<file path="src/knn_pkg.sv">
// Shared constants and control types for the k-NN classifier
package knn_pkg;

  // Fixed port widths
  localparam int FEAT_PORT_BITS  = 16;
  localparam int DIST_PORT_BITS  = 34;
  localparam int LABEL_BITS      = 3;
  localparam int CLASS_COUNT     = 8;
  localparam int SLOT_PORT_BITS  = 8;
  localparam int COUNT_PORT_BITS = 9;
  localparam int NBR_PORT_BITS   = 3;
  localparam int CFG_IDX_BITS    = 2;
  localparam int CFG_DATA_BITS   = 9;

  // Request codes
  localparam logic REQ_LOAD  = 1'b0;
  localparam logic REQ_QUERY = 1'b1;

  // Configuration register indexes
  localparam logic [CFG_IDX_BITS-1:0] CFG_NEIGHBOR_COUNT = 2'd0;
  localparam logic [CFG_IDX_BITS-1:0] CFG_TRAIN_COUNT    = 2'd1;

  // Commands from the sequencer to the neighbour list
  typedef struct packed {
    logic clear;
    logic insert;
    logic vote;
  } rank_ctrl_t;

  // Vote outcome from the neighbour list
  typedef struct packed {
    logic                      done;
    logic [LABEL_BITS-1:0]     label;
    logic [NBR_PORT_BITS-1:0]  votes;
  } rank_res_t;

endpackage

</file>
<file path="src/knn_dist_unit.sv">
// Pipelined squared-distance unit: one sample per cycle, three stages
module knn_dist_unit #(
  parameter int FW = 16
) (
  input  logic                              clk,
  input  logic                              rst,
  input  logic                              in_valid,
  input  logic [4*FW-1:0]                   query,
  input  logic [4*FW-1:0]                   sample,
  input  logic [knn_pkg::LABEL_BITS-1:0]    sample_label,
  output logic                              out_valid,
  output logic [2*FW+1:0]                   dist_sum,
  output logic [knn_pkg::LABEL_BITS-1:0]    out_label,
  output logic                              busy
);

  localparam int DW = 2*FW+2;
  localparam int SW = 2*FW;

  logic [FW-1:0]                   diff_c [4];
  logic [FW-1:0]                   diff_q [4];
  logic [SW-1:0]                   sq_q   [4];
  logic                            v1;
  logic                            v2;
  logic                            v3;
  logic [knn_pkg::LABEL_BITS-1:0]  lab1;
  logic [knn_pkg::LABEL_BITS-1:0]  lab2;
  logic [knn_pkg::LABEL_BITS-1:0]  lab3;

  // Absolute difference per feature
  always_comb begin
    for (int f = 0; f < 4; f++) begin
      if (query[f*FW +: FW] > sample[f*FW +: FW]) begin
        diff_c[f] = query[f*FW +: FW] - sample[f*FW +: FW];
      end else begin
        diff_c[f] = sample[f*FW +: FW] - query[f*FW +: FW];
      end
    end
  end

  // Advance the valid tokens
  always_ff @(posedge clk) begin
    if (rst) begin
      v1 <= 1'b0;
      v2 <= 1'b0;
      v3 <= 1'b0;
    end else begin
      v1 <= in_valid;
      v2 <= v1;
      v3 <= v2;
    end
  end

  // Difference, square, sum
  always_ff @(posedge clk) begin
    for (int f = 0; f < 4; f++) begin
      diff_q[f] <= diff_c[f];
      sq_q[f]   <= SW'(diff_q[f]) * SW'(diff_q[f]);
    end
    dist_sum <= DW'(sq_q[0]) + DW'(sq_q[1]) + DW'(sq_q[2]) + DW'(sq_q[3]);
    lab1 <= sample_label;
    lab2 <= lab1;
    lab3 <= lab2;
  end

  assign out_valid = v3;
  assign out_label = lab3;
  assign busy      = v1 | v2 | v3;

endmodule

</file>
<file path="config.mk">
export PLATFORM = sky130hd
export DESIGN_NAME = knn_dist_unit
export DESIGN_NICKNAME = d
export VERILOG_FILES = /design/src/knn_pkg.sv /design/src/knn_dist_unit.sv
export SDC_FILE = /design/constraint.sdc
export NUM_CORES = 2
export LEC_CHECK = 0
export ABC_AREA = 1
export BUFFER_PORTS_ARGS = -buffer_cell sky130_fd_sc_hd__buf_2
export CORE_MARGIN = 2
export CORE_UTILIZATION = 34
export DETAILED_ROUTE_END_ITERATION = 7
export PLACE_DENSITY = 0.47
export SETUP_SLACK_MARGIN = 0.15
export SYNTH_ARGS = -nofsm -noshare
export SYNTH_HDL_FRONTEND = slang
export SYNTH_SLANG_ARGS = --single-unit
</file>
<file path="constraint.sdc">
create_clock -name clk -period 8.4 [get_ports clk]
set_clock_uncertainty 0.05 [all_clocks]
set_input_delay 0.42 -clock clk [delete_from_list [all_inputs] [get_ports clk]]
set_output_delay 0.42 -clock clk [all_outputs]
set_load 0.05 [all_outputs]
</file>
Word-level counts from Yosys, hierarchy flattened
Memory sizes are Yosys's and may differ from the RTL's.
Index checks and enable logic that the tools add are counted.
- $add $sub $neg: 11
- $mul: 4
- order comparisons: 4
- mux-type cells: 4
- bitwise gates (word level): 2
- operators by type and width (operator ; count):
    16-bit by 16-bit multiplier with 32-bit output ; 4
    16-bit subtractor ; 8
    16-bit greater-than comparator ; 4
    16-bit 2-to-1 mux ; 4
    33-bit by 32-bit adder with 34-bit output ; 1
    34-bit by 32-bit adder with 34-bit output ; 1
    32-bit by 32-bit adder with 33-bit output ; 1
    1-bit bitwise OR ; 2
- register bits after elaboration: 46
- RAM bits: 192
- input bits: 134
- output and inout port bits: 39
- logic and storage cells: 34
- memories: 2
- memory list (memory ; depth ; width ; read ports ; clocked after memory_dff ; wr ports ; line ; text):
    sq_q ; 4 ; 32 ; 4 ; 0 ; 4 ; knn_dist_unit.sv:22 ; logic [SW-1:0] sq_q [4];
    diff_q ; 4 ; 16 ; 4 ; 0 ; 4 ; knn_dist_unit.sv:21 ; logic [FW-1:0] diff_q [4];

Longest topological paths before layout
- depth after elaboration: 3
- depth in mapped cells: 27
- depth with buffers taken out: 25

Worst setup path after synthesis
Ideal clock, no wire load.
- kind: register -> register
- start point: memory diff_q[1][13]
- end point: memory sq_q[1][27] in the netlist's numbering
- setup time: 0.113 ns
- arrival time: 5.052 ns
- data required time: 8.237 ns
- path slack: 3.185 ns
- cell stages (with the launch flop): 21
- path buffers: 2
- period minus slack after synthesis: 5.215 ns
- path through: dfxtp_1 clkbuf_1 clkbuf_1 nand2_1 fa_1 fa_1 inv_1 fa_1 fa_1 fa_1 inv_1 fa_1 inv_1 ha_1 nand2_1 nor2_1 inv_1 o21bai_1 nand2_1 nand4_1 nand2_1
- RTL lines (item ; line):
    start, declared ; knn_dist_unit.sv:21
    end, declared ; knn_dist_unit.sv:22

==> results.yml <==
status:
  status: "completed"
synthesis:
  synth_cells: 6929
  yosys-top-cells-count: "nand2_1 (2141), inv_1 (2003), fa_1 (718)"
  synth.area.top_cells: "fa_1 (29%), nand2_1 (16%), inv_1 (15%)"
  synth-seq-cells: 234
  synth_top_area_cell: "fa_1"
  synth_edf_count: 0
  yosysMostFrequentCell: "nand2_1"
  postSynthAreaPerCell_um2: 7.04
  ys.flop_type: "dfxtp_1"
  synth-seq-area-share_pct: 9.61
  yosys_warnings: 0
  ys_async_sr_fraction_pct: 0
  synth.distinct_cells: 33
  synth_top_area_share_pct: 29.5
  netlist_area_um2: 48800
clock_network:
  cts_max_path_buffers: 3
  clk_root_buffer_cell: "clkbuf_16"
  clkTransAtPathRegs_ns: 0.06
  clk-insertion-delay-late_ns: 0.60
  cts_sinks: 234
  cts_tree: "yes"
  htree_levels: 2
  cts_resized: 0
  cts_setup_buffers: 0
  numCtsBuffers: 34
detailed_routing:
  wl_met2_um: 56300
  drt_wl_total_um: 127000
  wl_per_cell_um: 14.2
  routed_via_density: 4.38
  remaining_drc_errors: 0
  top_layer_used: "met5"
  drt_pass1_iterations: 5
  num_vias: 39000
  wl_met1_um: 63200
  antenna_left: 0
  drt_iter0_markers: 2009
  met3_length_um: 5160
place:
  gp_congestion: 0.897
  io_buffers: 172
  dp_hpwl_um: 111000
floorplan:
  die_h_um: 383
  num_rows: 138
  die_w_um: 383
  start_util_pct: 34.4
  die_area_um2: 146000
  core-area_um2: 142000
  io_pins: 173
sta:
  slew_violations: 0
  max_freq_ghz: 0.166
  hold_viol_final: 0
  fin_setup_tns_ns: 0
  tightestPinTransition_ns: 1.01
  relSlewSlack_pct: 31.9
  rsz0062_at_grt: "false"
  period_share_pct: 71.8
  period_needed_ns: 6.03
  setup_viol: 0
worst_setup_path:
  critical-path-slowest-cell: "dfxtp_1"
  crit_type: "flip-flop to flip-flop"
  required_ns: 8.80
  crit_path_max_incr_delay_ns: 0.85
  crit_arrival_ns: 6.43
  crit_family: "adder cells"
  endpoint_kind: "flip-flop"
  start_kind: "flip-flop"
  critPathMaxFanout: 17
  path_cells: "nand2_1, inv_1, fa_1, inv_1, fa_1, inv_1, fa_1, fa_1, fa_1, inv_1, fa_1, inv_1, ha_1, nand2_1, inv_1, a21oi_1, nand3_1, nand2_1, nand2_1, xor2_1"
  cp.buffers_inverters: 6
global_route:
  grt_max_degree: 24
  antenna_found_initial: 4
  grt_first_pass_wirelength_um: 210000
  grt_overflow_total: 0
  grt_use_total_pct: 17.8
  grt_pass1_vias: 40400
worst_hold_path:
  hp-class: "primary input to flip-flop"
finish:
  drive_gt1_share_pct: 4.86
  area_growth_pct: 7.81
  fin_nets: 8404
  n_antenna_cell: 0
  n_fill_cell: 15500
run:
  drv_cap: 0
==> logic make-up after synthesis <==
| family | count (synthesis) | share of synthesized area [%] |
|---|---|---|
| buffers and inverters | 2175 | 17.0 |
| adder cells (fa/ha/maj) | 1284 | 44.0 |
| AND/OR/NAND/NOR | 2788 | 23.0 |
| XOR/XNOR | 183 | 3.29 |
| other | 2 | 0.0154 |
| flip-flops | 234 | 9.61 |
| AO/OA/AOI/OAI | 263 | 3.15 |
==> sequential cells by signal (all words and copies together), names as in the netlist <==
register	flops
sq_q	124
dist_sum	34
v2	1
lab1	3
out_label	3
lab2	3
diff_q	64
v1	1
out_valid	1
==> repair_timing <==
item	4_1_cts	5_1_grt
endpoints found under the hold margin	6	0
hold buffers	5	0
setup endpoints to repair	0	0
==> worst paths after layout <==
check	depth (start not counted)	slack, ns	from	endpoint
worst max-delay path	20	2.37	diff_q[2][2]$_DFF_P_	sq_q[2][21]$_DFF_P_
worst min-delay path	3	0.09	sample[48]	diff_q[3][0]$_DFF_P_
worst max register to register	20	2.37	diff_q[2][2]$_DFF_P_	sq_q[2][21]$_DFF_P_
worst min register to register	0	0.28	lab2[2]$_DFF_P_	out_label[2]$_DFF_P_
==> metal layers <==
metal / track usage [%] / vias up
li1: - / 20000
met1: 25.5 / 18400
met2: 28.8 / 546
met3: 2.08 / 91
met4: 3.48 / 2
met5: 0 / -
==> cell usage in the layout (no fill, tap or decap), types with 12 or more instances in the layout <==
| cell | n |
|---|---|
| a21oi_1 | 179 |
| buf_2 | 172 |
| clkbuf_16 | 34 |
| dfxtp_1 | 234 |
| fa_1 | 718 |
| ha_1 | 566 |
| inv_1 | 2003 |
| nand2_1 | 2141 |
| nand2_2 | 22 |
| nand3_1 | 248 |
| nand3_2 | 14 |
| nand4_1 | 35 |
| nor2_1 | 264 |
| nor3_1 | 22 |
| o21ai_0 | 12 |
| o21ai_2 | 28 |
| o21bai_1 | 38 |
| or2_2 | 12 |
| xnor2_1 | 52 |
| xor2_1 | 131 |
==> cell type report <==
class,instances,area (µm²),share of cell area [%]
clock inverter,20,289,0.550
inverter,2014,7560,14.4
clock buffer,41,917,1.74
sequential,234,4680,8.91
timing repair buffer,181,941,1.79
tap,1890,2360,4.50
multi-input combinational,4521,35800,68.1
==> through the flow <==
stage / hold WS (ns) / area (µm²) / std cells / setup slack [ns] / utilization (%)
2_1_floorplan: 0.260 / 48800 / 6930 / 3.18 / -
3_3_place_gp: 0.260 / 51300 / 8835 / 2.43 / 36.2
3_5_place_dp: 0.265 / 51300 / 8835 / 2.33 / 36.2
4_1_cts: 0.0553 / 52600 / 8901 / 2.31 / 37.0
5_1_grt: 0.0900 / 52600 / 8901 / 2.02 / 37.0
6_report: 0.0928 / 52600 / 8901 / 2.37 / 37.0
==> worst reg2reg max path: cells and delay by family, from the launching register on <==
kind / cells / cell delay, ns
flip-flops: 1 / 0.85
AND/OR/NAND/NOR: 5 / 0.81
adder cells (fa/ha/maj): 7 / 3.08
AO/OA/AOI/OAI: 1 / 0.26
buffers and inverters: 6 / 0.44
XOR/XNOR: 1 / 0.36
Power is left out: the tool's default activity adds up to more than one toggle a clock period on the data nets, which glitch-free logic cannot reach.
