===== src/knn_pkg.sv =====
// Shared constants and control types for the k-NN classifier
package knn_pkg;

  // Fixed port widths
  localparam int FEAT_PORT_BITS  = 16;
  localparam int DIST_PORT_BITS  = 34;
  localparam int LABEL_BITS      = 3;
  localparam int CLASS_COUNT     = 8;
  localparam int SLOT_PORT_BITS  = 8;
  localparam int COUNT_PORT_BITS = 9;
  localparam int NBR_PORT_BITS   = 3;
  localparam int CFG_IDX_BITS    = 2;
  localparam int CFG_DATA_BITS   = 9;

  // Request codes
  localparam logic REQ_LOAD  = 1'b0;
  localparam logic REQ_QUERY = 1'b1;

  // Configuration register indexes
  localparam logic [CFG_IDX_BITS-1:0] CFG_NEIGHBOR_COUNT = 2'd0;
  localparam logic [CFG_IDX_BITS-1:0] CFG_TRAIN_COUNT    = 2'd1;

  // Commands from the sequencer to the neighbour list
  typedef struct packed {
    logic clear;
    logic insert;
    logic vote;
  } rank_ctrl_t;

  // Vote outcome from the neighbour list
  typedef struct packed {
    logic                      done;
    logic [LABEL_BITS-1:0]     label;
    logic [NBR_PORT_BITS-1:0]  votes;
  } rank_res_t;

endpackage


===== src/knn_rank.sv =====
// Sorted list of the k nearest samples and the plurality vote over it
module knn_rank #(
  parameter int K_MAX = 5,
  parameter int DW    = 34
) (
  input  logic                              clk,
  input  logic                              rst,
  input  knn_pkg::rank_ctrl_t               ctrl,
  input  logic [$clog2(K_MAX+1)-1:0]        k,
  input  logic [DW-1:0]                     ins_dist,
  input  logic [knn_pkg::LABEL_BITS-1:0]    ins_label,
  output knn_pkg::rank_res_t                res,
  output logic [DW-1:0]                     nearest
);

  localparam int KB = $clog2(K_MAX+1);
  localparam int IB = (K_MAX > 1) ? $clog2(K_MAX) : 1;
  localparam int LB = knn_pkg::LABEL_BITS;
  localparam int VB = knn_pkg::NBR_PORT_BITS;
  localparam int CC = knn_pkg::CLASS_COUNT;

  localparam logic [1:0] V_IDLE  = 2'd0;
  localparam logic [1:0] V_COUNT = 2'd1;
  localparam logic [1:0] V_PICK  = 2'd2;
  localparam logic [1:0] V_DONE  = 2'd3;

  logic [DW-1:0]  dist_l [K_MAX];
  logic [LB-1:0]  lab_l  [K_MAX];
  logic [KB-1:0]  filled;
  logic [KB-1:0]  votes  [CC];
  logic [KB-1:0]  top_v;
  logic [KB-1:0]  cnt_inc;
  logic [IB-1:0]  p;
  logic [1:0]     vstate;
  logic [LB-1:0]  winner;
  logic           done;
  logic [K_MAX-1:0] le;
  logic [KB-1:0]  k_m1;
  logic           ins_ok;

  // Entries that stay ahead of the new distance (equal ones included)
  always_comb begin
    for (int i = 0; i < K_MAX; i++) begin
      le[i] = (KB'(i) < filled) && (dist_l[i] <= ins_dist);
    end
  end

  assign k_m1    = k - 1'b1;
  assign ins_ok  = !le[k_m1[IB-1:0]];
  assign cnt_inc = votes[lab_l[p]] + 1'b1;

  // Shift the tail down one place and drop the new sample into the gap
  always_ff @(posedge clk) begin
    if (ctrl.insert && ins_ok) begin
      if (!le[0]) begin
        dist_l[0] <= ins_dist;
        lab_l[0]  <= ins_label;
      end
      for (int i = 1; i < K_MAX; i++) begin
        if (!le[i]) begin
          if (le[i-1]) begin
            dist_l[i] <= ins_dist;
            lab_l[i]  <= ins_label;
          end else begin
            dist_l[i] <= dist_l[i-1];
            lab_l[i]  <= lab_l[i-1];
          end
        end
      end
    end
  end

  // Fill count and the two vote passes
  always_ff @(posedge clk) begin
    if (rst || ctrl.clear) begin
      filled <= '0;
      vstate <= V_IDLE;
      done   <= 1'b0;
      top_v  <= '0;
      p      <= '0;
      for (int c = 0; c < CC; c++) begin
        votes[c] <= '0;
      end
    end else begin
      if (ctrl.insert && ins_ok && (filled < k)) begin
        filled <= filled + 1'b1;
      end
      case (vstate)
        V_IDLE: begin
          if (ctrl.vote) begin
            p      <= '0;
            vstate <= V_COUNT;
          end
        end
        V_COUNT: begin
          votes[lab_l[p]] <= cnt_inc;
          if (cnt_inc > top_v) begin
            top_v <= cnt_inc;
          end
          if (KB'(p) == filled - 1'b1) begin
            p      <= '0;
            vstate <= V_PICK;
          end else begin
            p <= p + 1'b1;
          end
        end
        V_PICK: begin
          // first entry whose class reached the top count wins
          if (votes[lab_l[p]] == top_v) begin
            winner <= lab_l[p];
            done   <= 1'b1;
            vstate <= V_DONE;
          end else begin
            p <= p + 1'b1;
          end
        end
        V_DONE: begin
          vstate <= V_DONE;
        end
        default: begin
          vstate <= V_IDLE;
        end
      endcase
    end
  end

  assign res.done  = done;
  assign res.label = winner;
  assign res.votes = VB'(top_v);
  assign nearest   = dist_l[0];

endmodule


===== config.mk =====
export PLATFORM = sky130hd
export DESIGN_NAME = knn_rank
export DESIGN_NICKNAME = d
export VERILOG_FILES = /design/src/knn_pkg.sv /design/src/knn_rank.sv
export SDC_FILE = /design/constraint.sdc
export NUM_CORES = 1
export LEC_CHECK = 0
export ABC_CLOCK_PERIOD_IN_PS = 14800
export BUFFER_PORTS_ARGS = -buffer_cell sky130_fd_sc_hd__buf_2
export CORE_MARGIN = 4
export CORE_UTILIZATION = 30
export CTS_CLUSTER_SIZE = 40
export DETAILED_ROUTE_END_ITERATION = 12
export SLEW_MARGIN = 0
export SYNTH_ARGS = -nofsm -noshare
export SYNTH_HDL_FRONTEND = slang
export SYNTH_SLANG_ARGS = --single-unit
export TNS_END_PERCENT = 10

===== constraint.sdc =====
create_clock -name clk -period 14.8 [get_ports clk]
set_clock_uncertainty 0.15 [all_clocks]
set_input_delay 1.48 -clock clk [delete_from_list [all_inputs] [get_ports clk]]
set_output_delay 1.48 -clock clk [all_outputs]
set_load 0.01 [all_outputs]

---- Yosys cells after proc, flatten, opt, wreduce, memory -nomap -nowiden ----
Memory sizes are Yosys's and may differ from the RTL's. A register that Yosys moved wholly into a read port is not among the register bits.
Index checks and enable logic that the tools add are counted.
storage, ports and cells
  bits in registers ....................... 15
  bits in latches ......................... 0
  memory bits (writable) .................. 209
  bits in read-only memories .............. 0
  input port bits ......................... 45
  output and inout bits ................... 41
  word-level logic and storage cells ...... 124
  memories kept ........................... 3
memories
  memory  words  bits a word  rd ports  clocked after memory_dff  write ports  RTL line        source
  dist_l  5      34           5         0                         5            knn_rank.sv:27  logic [DW-1:0] dist_l [K_MAX];
  votes   8      3            1         0                         8            knn_rank.sv:30  logic [KB-1:0] votes [CC];
  lab_l   5      3            5         1                         5            knn_rank.sv:28  logic [LB-1:0] lab_l [K_MAX];
operators by class
  add/sub/neg operators ................... 5
  multipliers ............................. 0
  div/mod/pow operators ................... 0
  $lt $le $gt $ge ......................... 13
  equal/unequal tests ..................... 9
  shifts and indexed selects .............. 0
  muxes and demuxes ....................... 62
  bitwise gates (word level) .............. 9
  reductions and logical operators ........ 17
operator list
  cell                   number
  $le A34 B34 Y1         5
  $mux W34               4
  $mux W1                41
  $mux W3                11
  $add A3 B1 Y3 const B  3
  $pmux W3 S3            1
  $reduce_and A3 Y1      3
  $ne A2 B2 Y1 const B   4
  $or A1 B1 Y1           8
  $pmux W2 S4            1
  $logic_and A1 B1 Y1    7
  $eq A3 B3 Y1           2
  $lt A1 B3 Y1 const A   2
  $lt A2 B3 Y1 const A   2
  $mux W2                3
  $sub A3 B1 Y3 const B  2
  $eq A2 B2 Y1 const B   2
  $lt A3 B4 Y1 const B   1
  $reduce_and A2 Y1      2
  $bmux W1 S3            1
  $gt A3 B3 Y1           1
  $lt A3 B3 Y1           1
  $lt A3 B3 Y1 const A   1
  $reduce_bool A3 Y1     1
  other kinds (6)        6

---- Longest topological paths before layout ----
Gate-level depths: netlist of the first run.
  depth in word-level cells ............... 9
  gate-level depth with buffers ........... 19
  depth with buffers taken out ............ 17

---- Worst setup path before layout of the first run ----
OpenSTA, ideal clock, no wires.
  path kind ............................... input to register
  start ................................... input ins_dist[32]
  end ..................................... memory dist_l[0][0] (enable)
  library setup time ...................... 0.485 ns
  arrival ................................. 5.910 ns
  data required time ...................... 14.165 ns
  setup slack ............................. 8.254 ns
  stages .................................. 10
  path buffers ............................ 0
  cells stage by stage .................... inv_1 > ha_1 > nand4_1 > nor4_1 > and4_1 > a21boi_1 > nor4_1 > o2111ai_1 > nand3_2 > nor3b_1
RTL lines
  element      RTL line        source
  from (decl)  knn_rank.sv:10  input logic [DW-1:0] ins_dist,
  to (decl)    knn_rank.sv:27

==> results of run 1 <==
[cell type report]
type	instances	area [µm²]
inverters	67	259
fillers	4388	29600
multi-input cells	770	6790
clock buffers	32	716
repair buffers	98	523
flip-flops and latches	227	6670
well taps	600	751
clock inverters	20	267
[placed cells by master, fill, tap and decap left out, drive strengths merged, types with 5 or more instances in the layout]
cell,n
edfxtp,212
ha,185
mux2,151
buf,98
inv,68
nand2,64
a21oi,63
nor2,61
o21ai,34
clkbuf,32
nand4,22
nand3,20
a21o,18
and4,17
dfxtp,15
mux2i,14
clkinv,12
a211oi,11
nor3,10
nor2b,8
a221oi,7
nor4,7
nor3b,7
o211ai,6
a31oi,6
bufinv,6
xnor2,5
[logic make-up (layout without fill, tap and decap cells)]
kind of cell	Yosys count	after routing
XOR/XNOR	8	8
multiplexers	167	167
flip-flops	227	227
buffers and inverters	92	217
AO/OA/AOI/OAI	176	176
AND/OR/NAND/NOR	234	234
adder cells (fa/ha/maj)	185	185
[cell usage after synthesis (all sizes together), types with 3 or more instances]
library cell / instances
or2: 4
and2: 4
xnor2: 5
nor2b: 8
buf: 24
a21o: 18
and4: 17
ha: 185
a2111oi: 3
o2111ai: 3
a221oi: 7
nand4: 22
nor3b: 7
nor2: 61
mux2i: 14
mux2: 151
nand3: 20
and3: 3
xor2: 3
a31oi: 6
a21boi: 4
a21oi: 63
a211oi: 11
edfxtp: 212
inv: 67
dfxtp: 15
o211ai: 6
nor3: 10
nor4: 7
o21ai: 34
nand2: 64
[critical path, delay by kind of cell]
family                   cells  cell delay (ns)
adder cells (fa/ha/maj)      1             0.33
buffers and inverters        3             0.85
AO/OA/AOI/OAI                2             0.60
AND/OR/NAND/NOR              6             2.15
multiplexers                 1             0.40
[power by group through the flow]
stage | Clock, µW | Combinational, µW | Sequential (µW)
2_1_floorplan | 0 | 188 | 793
3_3_place_gp | 0 | 269 | 800
3_5_place_dp | 0 | 276 | 800
4_1_cts | 746 | 277 | 787
5_1_grt | 773 | 309 | 792
6_report | 729 | 275 | 787
[worst max-delay path by stage]
stage                      start             to  slack, ns  cells after the start
floorplan           ins_dist[32]   dist_l[0][0]       8.25                     10
global placement    ins_dist[31]  dist_l[4][13]       8.52                     13
detailed placement  ins_dist[31]  dist_l[4][12]       8.53                     13
CTS                 ins_dist[31]   dist_l[3][3]       9.11                     13
global route        ins_dist[31]   dist_l[3][3]       8.78                     13
finish              ins_dist[31]   dist_l[3][3]       9.09                     13
[state kept, by name, summed over array words and instances (netlist names), named ones only]
name    cells
dist_l    170
done        1
filled      3
lab_l      15
p           3
top_v       3
votes      24
vstate      2
winner      3
[stage by stage]
stage / hold slack [ns] / area (µm²) / utilization, %
2_1_floorplan: 0.276 / 13900 / -
3_3_place_gp: 0.287 / 15000 / 32.9
3_5_place_dp: 0.285 / 15000 / 32.9
4_1_cts: 0.294 / 16000 / 35.1
5_1_grt: 0.319 / 16000 / 35.1
6_report: 0.290 / 16000 / 35.1
[per-layer routing]
| metal | vias up | GRT usage (%) |
|---|---|---|
| met1 | 4519 | 19.0 |
| li1 | 4405 | - |
| met3 | 52 | 2.38 |
| met4 | 0 | 4.31 |
| met5 | - | 0 |
| met2 | 207 | 22.1 |
==> out/results.ini, run 1 <==
[power_and_ir_drop]
clock_power_share_pct = 40.7
power_uw = 1790
p_seq_share_pct = 43.9
switching_share_pct = 25.8
comb_power_share_pct = 15.3
power_density_mw_per_mm2 = 112
ir_drop_mv = 0.0866
switchingPower_uw = 463
internal_power_uw = 1330
leakage_uw = 0.00647

[logic_synthesis]
synth_cell_types = 74
synth_flop_cell = edfxtp_1
synth.yosys.seq_area_share_pct = 48.0
synth_top_family_by_area = adder cells
syn_avg_cell_area_um2 = 12.7
synthTopCellsByArea = edfxtp_1 46%, ha_1 17%, mux2_1 4.9%, mux2_2 4.9%, mux2_4 3.4%
synthSimpleGateAreaFrac_pct = 8.67
synth_edf_count = 212
synth_compound_area_share_pct = 8.25
synth_area_mm2 = 0.0139
synth_seq_cells = 227
synth_area_leader_cell = edfxtp_1
muxShareOfSynthArea_pct = 14.5
syn_nets = 1319
postSynth.asyncResetShare_pct = 0
synth_xor_area_share_pct = 0.505
synth_cells = 1089
synth_top_area_share_pct = 45.9
synthAdderAreaFrac_pct = 16.7
yosysWarningCount = 0

[clocking]
cts-htree-levels = 1
cts_made_buffers = 28
cts_resized = 0
clk_pin_slew_ns = 0.06
insertion_delay_ns = 0.57
tritoncts = yes
post-cts-setup-buffer-count = 0
cts_buffer_depth = 3
root_buffer = clkbuf_16
postCtsHoldBufs = 0
cts_sinks = 227

[timing]
rsz0062_at_grt = no
max_slew_margin_pct = 37.8
layout_min_cycle_time_ns = 5.71
drv_slew = 0
final.setup.worst_slack_ns = 9.09
tightest_slew_ns = 0.921
layout_worst_path_cycle_share_pct = 38.6
finalHoldViolCount = 0
fin_setup_tns_ns = 0
fmax_mhz = 175
setup_viol = 0

[critical_path]
start_kind = primary input
r2r-start = dist_l[1][31]
rr_endpoint = dist_l[3][3]
slowest_delay_ns = 0.66
arrival_ns = 5.85
end_kind = flip-flop
r2r_slack_ns = 9.89
path_class = in2reg
cp_slowest_cell = nor4_1
cp_cell_sequence = buf_2 > inv_1 > ha_1 > nand4_1 > nor4_1 > and4_1 > a21boi_1 > nor4_1 > o2111ai_1 > nand3_2 > nor3b_2 > buf_4 > mux2_2
path_common_cell = nor4_1
reg2reg_depth = 11
cp_max_fo = 34
cp.required_ns = 14.94

[grt]
grt_max_degree = 35
grt_pass1_vias = 9526
antenna_found_initial = 1
gr-total-overflow = 0
grt_pass1_wl_mm = 54.5
track_usage_pct = 13.8

[final_layout]
nNetsFinal = 1422
synthToLayoutAreaGrowth_pct = 15.1
final_cells = 1814
drive_gt1_share_pct = 21.3
antennaDiodeCount = 0

[min_path]
min_path_type = reg2reg
worst_hold_path.num_cells = 2
worstHoldStart = done
whs_endpoint = done

[routing]
wl_met3_mm = 1.80
dr.pass1.iters = 5
wl_mm = 35.0
m1WireLength_mm = 16.4
drc_errors = 0
viasPerCell = 5.06
drt_iter0_drc = 543
drtAntennaViolNets = 0
routedWlPerCell_um = 19.3
via_count = 9183
route.met2.wl_mm = 15.8
routed.top_layer = met4

[floorplan]
initial_core_util_pct = 30.5
io_pins = 86
die_area_mm2 = 0.0498
die_h_um = 223
die_w_um = 223
fp-row-count = 78
core_mm2 = 0.0456

[job]
maxCapViolations = 0

[placement]
gp_congestion = 0.865
dp_cells = 1762
port_buffers = 85
dpl.hpwl_mm = 26.1
dp_worst_setup_slack_ns = 8.53

[outcome]
outcome = finished clean

Note: power is estimated with default switching activity, not from simulation.
==> inputs of run 2 (changes only) <==
Settings changed: ABC_CLOCK_PERIOD_IN_PS 14800 to 5700.
Clock period 14.8 ns to 5.7 ns, I/O delays scaled along.
==> run 2 against run 1 <==
Global-route usage up 0.26 points; critical path depth is 2 lower; clock power grew to 2.6 times the previous value; highest routed layer unchanged; hold slack worse by 0.17 ns; utilization increased by 0.19 points; total power grew to 2.6 times the previous value; cell count up 0.22%; first-iteration DRC count rose by 7.9%.
==> out/results.ini, run 2 (synthesized netlist as in run 1, its figures left out) <==
[clocking]
insertion_delay_ns = 0.56  ; about the same
cts_made_buffers = 27  ; -3.6%
cts_resized = 0  ; unchanged
clk_pin_slew_ns = 0.06  ; about the same
postCtsHoldBufs = 0  ; unchanged
cts-htree-levels = 1  ; unchanged
cts_buffer_depth = 3  ; unchanged
tritoncts = yes
root_buffer = clkbuf_16
cts_sinks = 227  ; unchanged
post-cts-setup-buffer-count = 0  ; unchanged

[final_layout]
reg.largest.list = dist_l: 170 flops, votes: 24 flops, lab_l: 15 flops
drive_gt1_share_pct = 21.7  ; +0.38 points
top_register = dist_l
largest_reg_flops = 170  ; unchanged
nNetsFinal = 1426  ; +0.28%
synthToLayoutAreaGrowth_pct = 15.7
layout_common_cells = 212 x edfxtp_1, 185 x ha_1, 85 x buf_2
final_common_cell = edfxtp_1

[floorplan]
die_area_mm2 = 0.0498  ; unchanged
initial_core_util_pct = 30.5  ; unchanged
die_w_um = 223  ; unchanged
fp-row-count = 78  ; unchanged
core_mm2 = 0.0456  ; unchanged
die_h_um = 223  ; unchanged
io_pins = 86  ; unchanged

[grt]
grt_pass1_wl_mm = 55.4  ; +1.7%
gr-total-overflow = 0  ; unchanged
grt_max_degree = 35  ; unchanged
grt_pass1_vias = 9716  ; +2.0%
antenna_found_initial = 2  ; +1
track_usage_pct = 14.0  ; +0.26 points

[critical_path]
path_class = reg2reg
cp.required_ns = 5.84  ; -9.10 ns
path_common_cell = nor4_1
end_kind = flip-flop
start_kind = flip-flop
cp_slowest_cell = nor4_1
slowest_delay_ns = 0.63  ; -0.03 ns
path_delay_family = simple AND/OR/NAND/NOR gates
arrival_ns = 4.91  ; -0.94 ns
cp_num_buf_inv = 1  ; -2
cp_max_fo = 34  ; unchanged
cp_cell_sequence = ha_1 > nand4_1 > nor4_1 > and4_1 > a21boi_1 > nor4_1 > o2111ai_1 > nand3_2 > nor3b_2 > buf_4 > mux2_2

[power_and_ir_drop]
power_density_mw_per_mm2 = 293  ; +160%
ir_drop_mv = 0.231  ; +170%
leakage_uw = 0.00651  ; +0.65%

[timing]
fmax_mhz = 210
drv_slew = 0  ; unchanged
finalHoldViolCount = 0  ; unchanged
max_slew_margin_pct = 40.2  ; +2.4 points
tightest_slew_ns = 0.875  ; -0.0465 ns
final.setup.worst_slack_ns = 0.932  ; -8.15 ns
layout_min_cycle_time_ns = 4.77
rsz0062_at_grt = no
fin_setup_tns_ns = 0  ; unchanged
layout_worst_path_cycle_share_pct = 83.7
setup_viol = 0  ; unchanged

[routing]
drtAntennaViolNets = 0  ; unchanged
routedWlPerCell_um = 19.5  ; +0.81%
drt_iter0_drc = 586  ; +7.9%
drc_errors = 0  ; unchanged
wl_mm = 35.4  ; +1.0%
viasPerCell = 5.07  ; about the same
via_count = 9209  ; +0.28%
dr.pass1.iters = 5  ; unchanged

[min_path]
min_path_type = in2reg

[placement]
gp_congestion = 0.871  ; +0.68%
port_buffers = 85  ; unchanged
dpl.hpwl_mm = 26.5  ; +1.6%
dp_worst_setup_slack_ns = 0.495  ; -8.04 ns

[outcome]
outcome = finished clean

[job]
maxCapViolations = 0  ; unchanged

run 2: cell types whose count changed in the layout (fill, tap and decap cells not counted), moves of 2 or more:
cell and delta:
clkbuf_8 +3, clkinv_1 -2, buf_4 +2, diode_2 +2, buf_12 +3
run 2: worst register-to-register path: stages (launching register included):
cell	delay, ns
edfxtp_1	0.41
ha_1	0.32
nand4_1	0.22
nor4_1	0.63
and4_1	0.40
a21boi_1	0.33
nor4_1	0.13
o2111ai_1	0.28
nand3_2	0.29
nor3b_2	0.38
buf_4	0.57
mux2_2	0.41
run 2: power by group:
group / switching [µW] / leakage (µW) / total [µW] / internal (µW)
sequential: 72.7 / 0.00222 / 2050 / 1970
clock: 705 / 0.000484 / 1930 / 1220
combinational: 419 / 0.00380 / 727 / 308
total: 1200 / 0.00651 / 4700 / 3500
run 2: area by class of cell:
cell class,count,area (µm²)
fillers,4437,29500
diodes,2,5.00
clock inverters,16,259
inverters,67,259
clock buffers,33,728
multi-input cells,770,6790
repair buffers,103,598
flip-flops and latches,227,6670
well taps,600,751
run 2: per-layer routing:
| layer | share of wire (%) | track usage [%] | up-vias |
|---|---|---|---|
| li1 | - | - | 4415 |
| met1 | 47 | 19.7 | 4527 |
| met2 | 44 | 22.2 | 212 |
| met3 | 5.4 | 2.13 | 55 |
| met4 | 2.9 | 4.61 | 0 |
| met5 | 0 | 0 | - |
run 2: through the flow:
stage / cell area (µm²) / total power [µW] / instances / util (%) / hold slack [ns]
after detailed placement: 15100 / 2810 / 1767 / 33.1 / 0.286
after floorplan: 13900 / 2550 / 1089 / - / 0.276
after global routing: 16100 / 4920 / 1817 / 35.2 / 0.0968
after global placement: 15100 / 2790 / 1767 / 33.1 / 0.286
after CTS: 16100 / 4740 / 1816 / 35.2 / 0.0871
final: 16100 / 4700 / 1818 / 35.2 / 0.115
run 2: path summary, 6_finish.rpt:
kind                  from             to  slack, ns  cells past startpoint
min reg2reg           done           done       0.29                      2
max          dist_l[1][31]   dist_l[4][3]       0.93                     11
min           ins_dist[12]  dist_l[0][12]       0.11                      1
max reg2reg  dist_l[1][31]   dist_l[4][3]       0.93                     11
==> inputs of run 3 (changes only) <==
Settings changed: ABC_AREA set to 1, ABC_CLOCK_PERIOD_IN_PS 5700 to 4300.
Clock period 5.7 ns to 4.3 ns, I/O delays scaled along.
==> run 3 against run 2 <==
Utilization down 0.054 points; die area up 11%; final area up 11%; synthesized area up 11%; critical endpoint is now dist_l[4][15]; non-clock buffer count up 30.
==> out/results.ini, run 3 <==
[outcome]
outcome = finished clean

[timing]
max_slew_margin_pct = 61.0  ; +21 points
fmax_mhz = 260
setup_viol = 0  ; unchanged
tightest_slew_ns = 0.580  ; -0.295 ns
finalHoldViolCount = 0  ; unchanged
whs_ns = 0.0245  ; -0.0905 ns
rsz0062_at_grt = no
drv_slew = 0  ; unchanged
layout_min_cycle_time_ns = 3.85
layout_worst_path_cycle_share_pct = 89.5
fin_setup_tns_ns = 0  ; unchanged

[logic_synthesis]
syn_nets = 1950  ; +48%
synthTopCellsByArea = edfxtp_1 41%, ha_1 15%, nand2_1 11%, o21ai_2 7.5%, inv_1 7.2%
synth_seq_cells = 227  ; unchanged
synth_area_mm2 = 0.0154  ; +11%
synth_area_leader_cell = edfxtp_1
synth.most_common_cell = nand2_1
synth.yosys.seq_area_share_pct = 43.2  ; -4.8 points
synth_top_area_share_pct = 41.2  ; -4.6 points
ys_top_cells_by_count = 454 x nand2_1, 298 x inv_1, 212 x edfxtp_1
synth_edf_count = 212  ; unchanged
synth_cell_types = 45  ; -39%
yosysWarningCount = 0  ; unchanged
syn_avg_cell_area_um2 = 8.97  ; -30%
postSynth.asyncResetShare_pct = 0  ; unchanged
synth_flop_cell = edfxtp_1
synth_cells = 1720  ; +58%

[critical_path]
r2r-start = dist_l[3][9]
r2r_slack_ns = 0.78  ; -0.15 ns
path_delay_family = buffers and inverters
path_common_cell = nand2_1
cp.required_ns = 4.37  ; -1.47 ns
cp_cell_sequence = dlygate4sd3_1 > buf_2 > inv_1 > ha_1 > nand2_1 > nor2_1 > nand2_1 > nor2_1 > o2111ai_1 > nand3_1 > nand2_1 > nand3_1 > nand2_1 > inv_2 > nand2_1 > a21oi_4 > buf_4
cp_max_fo = 22  ; -35%
reg2reg_depth = 20  ; +9
crit_end = dist_l[4][15]
cp_num_buf_inv = 5  ; +4
path_class = in2reg
arrival_ns = 3.92  ; -0.99 ns
rr_endpoint = dist_l[4][15]
crit_cells = 17  ; +6
end_kind = flip-flop
cp_slowest_cell = dlygate4sd3_1
start_kind = primary input
worstSetupStartpoint = ins_dist[33]
slowest_delay_ns = 0.53  ; -0.10 ns

[final_layout]
final_common_cell = nand2_1
top_register = dist_l
antennaDiodeCount = 0  ; -2
nNetsFinal = 2077  ; +46%
fin_util_pct = 35.2  ; -0.054 points
final_cells = 2540  ; +40%
reg.largest.list = dist_l: 170 flops, votes: 24 flops, lab_l: 15 flops
final_area_mm2 = 0.0178  ; +11%
largest_reg_flops = 170  ; unchanged
layout_common_cells = 454 x nand2_1, 298 x inv_1, 212 x edfxtp_1
synthToLayoutAreaGrowth_pct = 15.1
drive_gt1_share_pct = 18.7  ; -3.0 points

[floorplan]
initial_core_util_pct = 30.6  ; +0.12 points
io_pins = 86  ; unchanged
die_w_um = 235  ; +5.2%
fp-row-count = 82  ; +5.1%
die_area_mm2 = 0.0551  ; +11%
die_h_um = 235  ; +5.2%
core_mm2 = 0.0505  ; +11%

[clocking]
postCtsHoldBufs = 27  ; +27
cts_buffer_depth = 3  ; unchanged
post-cts-setup-buffer-count = 0  ; unchanged
cts_made_buffers = 29  ; +7.4%
insertion_delay_ns = 0.55  ; about the same
cts_resized = 0  ; unchanged
root_buffer = clkbuf_16
tritoncts = yes
cts-htree-levels = 1  ; unchanged
clk_pin_slew_ns = 0.06  ; about the same
cts_sinks = 227  ; unchanged

[grt]
grt_pass1_vias = 11672  ; +20%
grt_pass1_wl_mm = 61.6  ; +11%
track_usage_pct = 13.6  ; -0.45 points
antenna_found_initial = 0  ; -2
gr-total-overflow = 0  ; unchanged
grt_max_degree = 43  ; +23%

[routing]
wl_mm = 38.0  ; +7.5%
drt_iter0_drc = 712  ; +22%
routedWlPerCell_um = 15.0  ; -23%
drtAntennaViolNets = 0  ; unchanged
via_count = 11512  ; +25%
viasPerCell = 4.53  ; -11%
dr.pass1.iters = 5  ; unchanged
drc_errors = 0  ; unchanged

[power_and_ir_drop]
leakage_uw = 0.00838  ; +29%
power_density_mw_per_mm2 = 370  ; +27%
ir_drop_mv = 0.289  ; +25%

[placement]
dpl.hpwl_mm = 29.1  ; +9.5%
gp_congestion = 0.859  ; -1.4%
dp_cells = 2461  ; +39%
port_buffers = 85  ; unchanged
dpl_cell_area_mm2 = 0.0166  ; +10%

[min_path]
min_path_type = in2reg

[job]
maxCapViolations = 0  ; unchanged

## run 3: through the flow
| stage | power (µW) | setup slack [ns] |
|---|---|---|
| floorplan | 3920 | -0.0659 |
| global placement | 4320 | 0.440 |
| detailed placement | 4380 | 0.420 |
| CTS | 6670 | 0.488 |
| global route | 6990 | 0.141 |
| finish | 6570 | 0.451 |
## run 3: worst min path at each step
stage | endpoint | depth (start not counted) | start
finish | dist_l[0][22] | 1 | ins_dist[22]
global route | dist_l[0][18] | 1 | ins_dist[18]
CTS | dist_l[0][22] | 1 | ins_dist[22]
detailed placement | done | 2 | done
global placement | done | 2 | done
floorplan | done | 2 | done
## run 3: worst register-to-register path: stages, from the launching register on
cell      delay [ns]
edfxtp_1        0.43
ha_1            0.33
nand2_1         0.05
inv_1           0.07
nand3_1         0.20
inv_1           0.11
nand2_1         0.05
nand2_1         0.11
nand2_1         0.06
nand2_1         0.06
nand2_1         0.05
nand2_1         0.06
nand2_1         0.17
nand3_1         0.12
nand2_1         0.07
nand2_2         0.07
nand2_4         0.06
nand2_8         0.11
nand2_1         0.28
a21oi_4         0.22
buf_4           0.35
## run 3: layout make-up
| class | count | area [µm²] |
|---|---|---|
| tap | 672 | 841 |
| multi-input combinational | 1147 | 7270 |
| clock inverter | 13 | 86.3 |
| timing repair buffer | 133 | 978 |
| inverter | 309 | 1160 |
| clock buffer | 39 | 763 |
| sequential | 227 | 6670 |
| fill | 5134 | 32700 |
## run 3: cells by family after synthesis
family	Yosys count	synth area share (%)
AND/OR/NAND/NOR	702	19.5
adder cells (fa/ha/maj)	185	15.0
AO/OA/AOI/OAI	255	11.8
flip-flops	227	43.2
XOR/XNOR	5	0.405
buffers and inverters	346	10.1
## run 3: routing by layer
layer | track usage [%] | wire length (µm)
met5 | 0 | 0
met4 | 3.71 | 871
met3 | 2.01 | 1660
met2 | 23.4 | 18000
met1 | 17.8 | 17500
## run 3: where the power goes
| group | internal (µW) | switching (µW) | leakage (µW) |
|---|---|---|---|
| logic | 557 | 995 | 0.00573 |
| registers | 2670 | 115 | 0.00224 |
| clock network | 1290 | 945 | 0.000415 |
